--- src/rtl/obot_pkg.sv ---
// ----------------------------------------------------------------------------
// obot_pkg
// Shared constants and the quarter-wave sine table of the box overlap test.
// ----------------------------------------------------------------------------
`default_nettype none

package obot_pkg;

  // Fraction bits of the stored sine table
  localparam int TableFracBits = 14;
  localparam int TableWidth    = 17;  // signed width of a table value

  // Angle landmarks in degrees
  localparam logic [9:0] DEG_90  = 10'd90;
  localparam logic [9:0] DEG_180 = 10'd180;
  localparam logic [9:0] DEG_270 = 10'd270;
  localparam logic [9:0] DEG_360 = 10'd360;

  // round(16384 * sin(d)) for d = 0..90
  localparam logic [14:0] SINE_Q14 [0:90] = '{
    15'd0,     15'd286,   15'd572,   15'd857,   15'd1143,  15'd1428,  15'd1713,
    15'd1997,  15'd2280,  15'd2563,  15'd2845,  15'd3126,  15'd3406,  15'd3686,
    15'd3964,  15'd4240,  15'd4516,  15'd4790,  15'd5063,  15'd5334,  15'd5604,
    15'd5872,  15'd6138,  15'd6402,  15'd6664,  15'd6924,  15'd7182,  15'd7438,
    15'd7692,  15'd7943,  15'd8192,  15'd8438,  15'd8682,  15'd8923,  15'd9162,
    15'd9397,  15'd9630,  15'd9860,  15'd10087, 15'd10311, 15'd10531, 15'd10749,
    15'd10963, 15'd11174, 15'd11381, 15'd11585, 15'd11786, 15'd11982, 15'd12176,
    15'd12365, 15'd12551, 15'd12733, 15'd12911, 15'd13085, 15'd13255, 15'd13421,
    15'd13583, 15'd13741, 15'd13894, 15'd14044, 15'd14189, 15'd14330, 15'd14466,
    15'd14598, 15'd14726, 15'd14849, 15'd14968, 15'd15082, 15'd15191, 15'd15296,
    15'd15396, 15'd15491, 15'd15582, 15'd15668, 15'd15749, 15'd15826, 15'd15897,
    15'd15963, 15'd16026, 15'd16083, 15'd16135, 15'd16182, 15'd16225, 15'd16262,
    15'd16294, 15'd16322, 15'd16344, 15'd16362, 15'd16374, 15'd16382, 15'd16384
  };

  // Sine in Q1.14 of an angle already reduced to 0..359 degrees
  function automatic logic signed [TableWidth-1:0] sine_q14(input logic [9:0] deg);
    logic [9:0]  idx;
    logic        neg;
    logic [14:0] mag;
    if (deg <= DEG_90) begin
      idx = deg;
      neg = 1'b0;
    end else if (deg <= DEG_180) begin
      idx = DEG_180 - deg;
      neg = 1'b0;
    end else if (deg <= DEG_270) begin
      idx = deg - DEG_180;
      neg = 1'b1;
    end else begin
      idx = DEG_360 - deg;
      neg = 1'b1;
    end
    mag = SINE_Q14[idx[6:0]];
    return neg ? -$signed({2'b00, mag}) : $signed({2'b00, mag});
  endfunction

endpackage

`default_nettype wire

--- src/rtl/obot_trig.sv ---
// ----------------------------------------------------------------------------
// obot_trig
// Sine and cosine of a whole-degree angle, scaled to the working fraction bits.
// ----------------------------------------------------------------------------
`default_nettype none

module obot_trig #(
  parameter int TRIG_FRAC_BITS = 14
) (
  input  wire logic [8:0]                  angle_i,
  output      logic signed [TRIG_FRAC_BITS+1:0] sin_o,
  output      logic signed [TRIG_FRAC_BITS+1:0] cos_o
);

  localparam int TW   = TRIG_FRAC_BITS + 2;
  localparam int TBW  = obot_pkg::TableWidth;
  localparam int UP   = (TRIG_FRAC_BITS > obot_pkg::TableFracBits) ?
                        TRIG_FRAC_BITS - obot_pkg::TableFracBits : 0;
  localparam int DN   = (TRIG_FRAC_BITS < obot_pkg::TableFracBits) ?
                        obot_pkg::TableFracBits - TRIG_FRAC_BITS : 0;
  localparam int SW   = TBW + UP + 1;
  localparam logic signed [SW-1:0] HALF =
    (DN > 0) ? (SW'(1) <<< ((DN > 0) ? DN - 1 : 0)) : '0;

  logic [9:0] ang_s;
  logic [9:0] ang_c;
  logic [9:0] ang_c_raw;
  logic signed [TBW-1:0] sin_raw;
  logic signed [TBW-1:0] cos_raw;

  // Reduce the angle and the quarter-turned angle into 0..359
  always_comb begin
    ang_s     = ({1'b0, angle_i} >= obot_pkg::DEG_360) ? {1'b0, angle_i} - obot_pkg::DEG_360
                                                       : {1'b0, angle_i};
    ang_c_raw = ang_s + obot_pkg::DEG_90;
    ang_c     = (ang_c_raw >= obot_pkg::DEG_360) ? ang_c_raw - obot_pkg::DEG_360 : ang_c_raw;
  end

  assign sin_raw = obot_pkg::sine_q14(ang_s);
  assign cos_raw = obot_pkg::sine_q14(ang_c);

  // Rescale: shift up, or round right with halves going up
  function automatic logic signed [TW-1:0] rescale(input logic signed [TBW-1:0] v);
    logic signed [SW-1:0] ext;
    logic signed [SW-1:0] rnd;
    ext = {{(SW-TBW){v[TBW-1]}}, v};
    rnd = ((ext <<< UP) + HALF) >>> DN;
    return rnd[TW-1:0];
  endfunction

  assign sin_o = rescale(sin_raw);
  assign cos_o = rescale(cos_raw);

endmodule

`default_nettype wire

--- config.mk ---
export PLATFORM = sky130hd
export DESIGN_NAME = obot_trig
export DESIGN_NICKNAME = d
export VERILOG_FILES = /design/src/rtl/obot_pkg.sv /design/src/rtl/obot_trig.sv
export SDC_FILE = /design/constraint.sdc
export NUM_CORES = 1
export LEC_CHECK = 0
export BUFFER_PORTS_ARGS = -buffer_cell sky130_fd_sc_hd__buf_4
export CAP_MARGIN = 25
export CORE_MARGIN = 2
export CORE_UTILIZATION = 45
export DETAILED_ROUTE_END_ITERATION = 8
export PLACE_DENSITY_LB_ADDON = 0.2
export SLEW_MARGIN = 10
export SYNTH_ARGS = -nofsm -noshare
export SYNTH_HDL_FRONTEND = slang
export SYNTH_SLANG_ARGS = --single-unit
--- constraint.sdc ---
create_clock -name vclk -period 11
set_clock_uncertainty 0.15 [all_clocks]
set_input_delay 2.2 -clock vclk [all_inputs]
set_output_delay 2.2 -clock vclk [all_outputs]
set_load 0.02 [all_outputs]
==> metrics.txt, run 1 <==
Detail Placement HPWL=19.2 mm; Avg Inst Size Synth=6.82 sq um; CORE AREA=0.0146 sq mm; antenna cells=0; Crit Path Class=in2out; gpl congestion=1.09; CP max FO=9; Place WS=0.0559 ns; Leak=2.91 nW; largest net degree at the start of global routing=42; # DRC=0; Tot Pwr=2.24 mW; crit path launch type=input pin; DR iter-0 viols=1118; Storage cell area=0 sq um; Final WS setup=0.254 ns; worst slew pin tran=0.972 ns; Max Freq=93.1 MHz; Synthesized Nets=1039; maxcap violations=0; Worst EP required=8.65 ns; Post-DRT Antenna Nets=0; fin crit share=97.7%; Tmin final=10.75 ns; Slew Viols, Final=0; count of distinct cell types in the synthesized netlist=112; Crit. End Element=output port; # IOs=41; gr usage total=30.3%; Starting Density=46.1%; Inst Count DP=1208; post-synthesis cell area=0.00673 sq mm; clock buffer count=0; switching power=1.35 mW; YS warnings=0; Relative slew margins=34.7%; GR Overflow Total=0; setup TNS=0 ns; Port Buffers=41; seq_cells=0; number of global-route vias before repair=7609; power share of the clock group=0%; initial antenna violation count=0; layout cells sized above 1=22.0%; final hold violations=0; WP data arrival=8.40 ns; # setup viols final=0; multi-input logic area=0.00638 sq mm; Rows=44; DRT Pass-1 Iters=8; filler instances=1448; status=finished, final reports clean; fin cells=1217; cell area power density=290 mW/mm^2; Final Util=53.0%; post-synthesis sequential area ratio=0%; layout overhead on the synthesized area=15.0%; first-pass GRT wire length=40.8 mm; Vias/cell=6.91; Nets=1087; internal power consumption=0.891 mW; hold buffer count at CTS=0; Die Wd=126 um; switch share=60.3%; combinational power share=100.0%; sequential power share=0%; Hold WC Path Type=in2out; Syn Inst Count=987; via count=8411; drt wl/cell=20.9 um; most common cell after layout, fill and taps aside=buf_4; Die H=126 um; Die Footprint=0.0159 sq mm; final wirelength=25.4 mm; VDD IR max=0.000180 V; most frequent cells in the layout=buf_4, nand2_1, nor2_1
cells in the mapped netlist (15+ instances only):
cell	count	share of area, %
nand2_1	96	5.4
nor2_1	79	4.4
a21oi_1	76	5.7
o21ai_0	67	5.0
clkbuf_1	49	2.7
ha_1	41	7.6
nand3_1	41	3.1
xnor2_1	37	4.8
nor3_1	28	2.1
inv_1	27	1.5
o211ai_1	26	2.9
a31oi_1	24	2.2
a211oi_1	23	2.6
and2_1	18	1.7
mux2i_1	17	2.5
buf_2	15	1.1
per-layer routing:
layer | GRT usage, % | up-vias | part of all wire (%)
met4 | 9.83 | 0 | 3.5
met1 | 41.6 | 3918 | 41
met2 | 50.9 | 495 | 48
li1 | - | 3915 | -
met3 | 1.44 | 83 | 7.5
met5 | 0 | - | 0
power groups by stage:
stage / Clock (mW) / Combinational (mW) / Sequential (mW)
final: 0 / 2.24 / 0
after global routing: 0 / 2.40 / 0
after CTS: 0 / 2.15 / 0
after detailed placement: 0 / 2.15 / 0
after global placement: 0 / 2.16 / 0
after floorplan: 0 / 1.46 / 0
worst paths after layout:
kind  slack, ns         to        from  cells past startpoint
max        0.25  cos_o[14]  angle_i[6]                     26
min        5.33   sin_o[0]  angle_i[0]                      6
cell type report:
| type | instances | area share, % |
|---|---|---|
| inverters | 34 | 1.65 |
| well taps | 184 | 2.98 |
| repair buffers | 130 | 12.9 |
| multi-input cells | 869 | 82.4 |
critical path, cell delays in order:
cell       delay, ns
buf_4           0.12
a21o_1          0.20
a21oi_2         0.17
nor2_2          0.07
ha_1            0.21
and2_2          0.25
a2111oi_4       0.47
xnor2_2         0.12
ha_2            0.22
o211a_2         0.29
o32a_1          0.34
a311o_1         0.35
or4_1           0.51
nand3_1         0.17
a21oi_4         0.09
o31a_1          0.28
nor2_2          0.40
buf_4           0.23
a211oi_1        0.07
a211oi_1        0.50
o311ai_2        0.30
nand4b_1        0.17
buf_4           0.16
nor3_1          0.05
o31a_1          0.28
buf_4           0.16
metrics by stage:
stage	hold WS [ns]	area, sq um
detailed placement	5.29	7520
global placement	5.29	7500
floorplan	4.77	6730
CTS	5.29	7520
global route	5.37	7730
finish	5.33	7730
what timing repair did:
action	in CTS	in global routing
endpoints found under the setup margin	0	20
buffers inserted	0	9
resized for setup	0	30
kinds of logic (layout without fill, tap and decap cells):
kind of cell             after synthesis  in the layout  synth area share [%]
multiplexers                          30             30                  6.16
AND/OR/NAND/NOR                      335            335                  25.2
AO/OA/AOI/OAI                        414            414                  45.9
buffers and inverters                118            164                  8.17
XOR/XNOR                              47             47                  6.34
adder cells (fa/ha/maj)               43             43                  8.22
Power figures use the tool's default switching activity.
==> run 2, diff against run 1 <==
Settings changed: CELL_PAD_IN_SITES_DETAIL_PLACEMENT set to 1, CELL_PAD_IN_SITES_GLOBAL_PLACEMENT set to 1, CORE_UTILIZATION 45 to 43.
==> run 2 against run 1 <==
Against the previous run:
- combinational power rose by 3%
- flip-flop and latch count did not move
- total power rose by 2.4%
- first-iteration DRC count fell by 37%
- via count rose by 1.7%
- sequential share of layout area did not move
- core utilization fell by 1.4 points
- die area rose by 4.5%
- largest power group unchanged
==> metrics.txt, run 2 (same netlist as run 1, synthesis figures left out) <==
# setup viols final=0; Hold Path Stages=7; Relative slew margins=47.9%; first-pass GRT wire length=45.8 mm; CP max FO=16; CP dominant cell by count=buf_4; CORE AREA=0.0153 sq mm; Die Footprint=0.0167 sq mm; Vias/cell=6.82; Final WS setup=0.128 ns; GR Overflow Total=0; Rows=45; Hold WC Path Type=in2out; WP data arrival=8.52 ns; DRT Pass-1 Iters=5; Max Freq=92.0 MHz; Tmin final=10.87 ns; Hold EP=sin_o[0]; number of global-route vias before repair=8152; crit path launch type=input pin; Critical Path Max Stage Delay=0.44 ns; # DRC=0; layout overhead on the synthesized area=17.0%; Die Wd=129 um; Tot Pwr=2.30 mW; worst slew pin tran=0.781 ns; seq_cells=0; drt wl/cell=23.2 um; layout cells sized above 1=23.3%; Crit. End Element=output port; Slew Viols, Final=0; clock buffer count=0; Port Buffers=41; gr usage total=33.7%; Post-DRT Antenna Nets=0; hold buffer count at CTS=0; Storage cell area=0 sq um; gpl congestion=0.996; initial antenna violation count=0; via count=8556; Crit Path Class=in2out; # IOs=41; Critical-path top delay cell=or3_4; antenna cells=0; VDD IR max=0.000177 V; Die H=129 um; Worst EP required=8.65 ns; Place WS=-0.0902 ns; Nets=1097; cell area power density=292 mW/mm^2; most common cell after layout, fill and taps aside=buf_4; final worst hold slack=5.35 ns; largest net degree at the start of global routing=46; fin crit share=98.8%; final wirelength=29.1 mm; final hold violations=0; Leak=2.96 nW; RSZ-0062 raised after global routing=true; DR iter-0 viols=709; Detail Placement HPWL=22.0 mm; most frequent cells in the layout=buf_4, nand2_1, nor2_1; Starting Density=44.1%; maxcap violations=0; status=finished, final reports clean; worst hold start=angle_i[0]
## run 2: changes by cell type in the layout (fill, tap and decap cells not counted), moves of 2 or more
cell     previous run  this run
buf_4             126       137
buf_6               3         0
a211o_1             7         9
a211o_2             2         0
a21oi_2             6         8
and2_2              2         0
buf_12              1         3
xnor2_4             2         0
## run 2: per-layer routing
metal  vias up  part of all wire, %  GRT usage, %
li1       3922                    -             -
met1      4200                   43          45.6
met2       367                   48          58.7
met3        67                  5.4          1.73
met4         0                  3.0          8.57
met5         -                    0             0
## run 2: power by group
group	switching (mW)	total (mW)	internal, mW
clock	0	0	0
sequential	0	0	0
combinational	1.40	2.30	0.897
## run 2: how the worst max path moves through the flow
stage | startpoint | to | depth (start not counted)
after floorplan | angle_i[5] | cos_o[12] | 31
after global placement | angle_i[6] | cos_o[12] | 28
after detailed placement | angle_i[6] | cos_o[14] | 28
after CTS | angle_i[3] | cos_o[14] | 29
after global routing | angle_i[3] | cos_o[14] | 30
final | angle_i[7] | cos_o[14] | 30
## run 2: metrics by stage
| stage | cells | setup TNS, ns | instance area (sq um) | util (%) |
|---|---|---|---|---|
| final | 1254 | 0 | 7870 | 51.6 |
| after global routing | 1254 | -0.488 | 7870 | 51.6 |
| after CTS | 1245 | 0 | 7650 | 50.1 |
| after detailed placement | 1245 | -0.180 | 7630 | 50.0 |
| after global placement | 1245 | 0 | 7630 | 50.0 |
| after floorplan | 987 | 0 | 6730 | - |
## run 2: what timing repair did
item	CTS	global route
pin swaps	0	10
endpoints found under the hold margin	0	0
resized for setup	1	32
buffers inserted	0	9
cloned	0	0
setup endpoints to repair	5	14
## run 2: final cells by class
cell class | count | area (sq um)
inverter | 34 | 128
timing repair buffer | 140 | 1090
fill | 2007 | 7390
tap | 211 | 264
multi-input combinational | 869 | 6390
## run 2: critical path: cells and delay by family
family | cells | cell delay (ns)
multiplexers | 1 | 0.25
AND/OR/NAND/NOR | 5 | 1.15
AO/OA/AOI/OAI | 12 | 2.89
buffers and inverters | 7 | 1.02
XOR/XNOR | 1 | 0.07
adder cells (fa/ha/maj) | 4 | 0.92
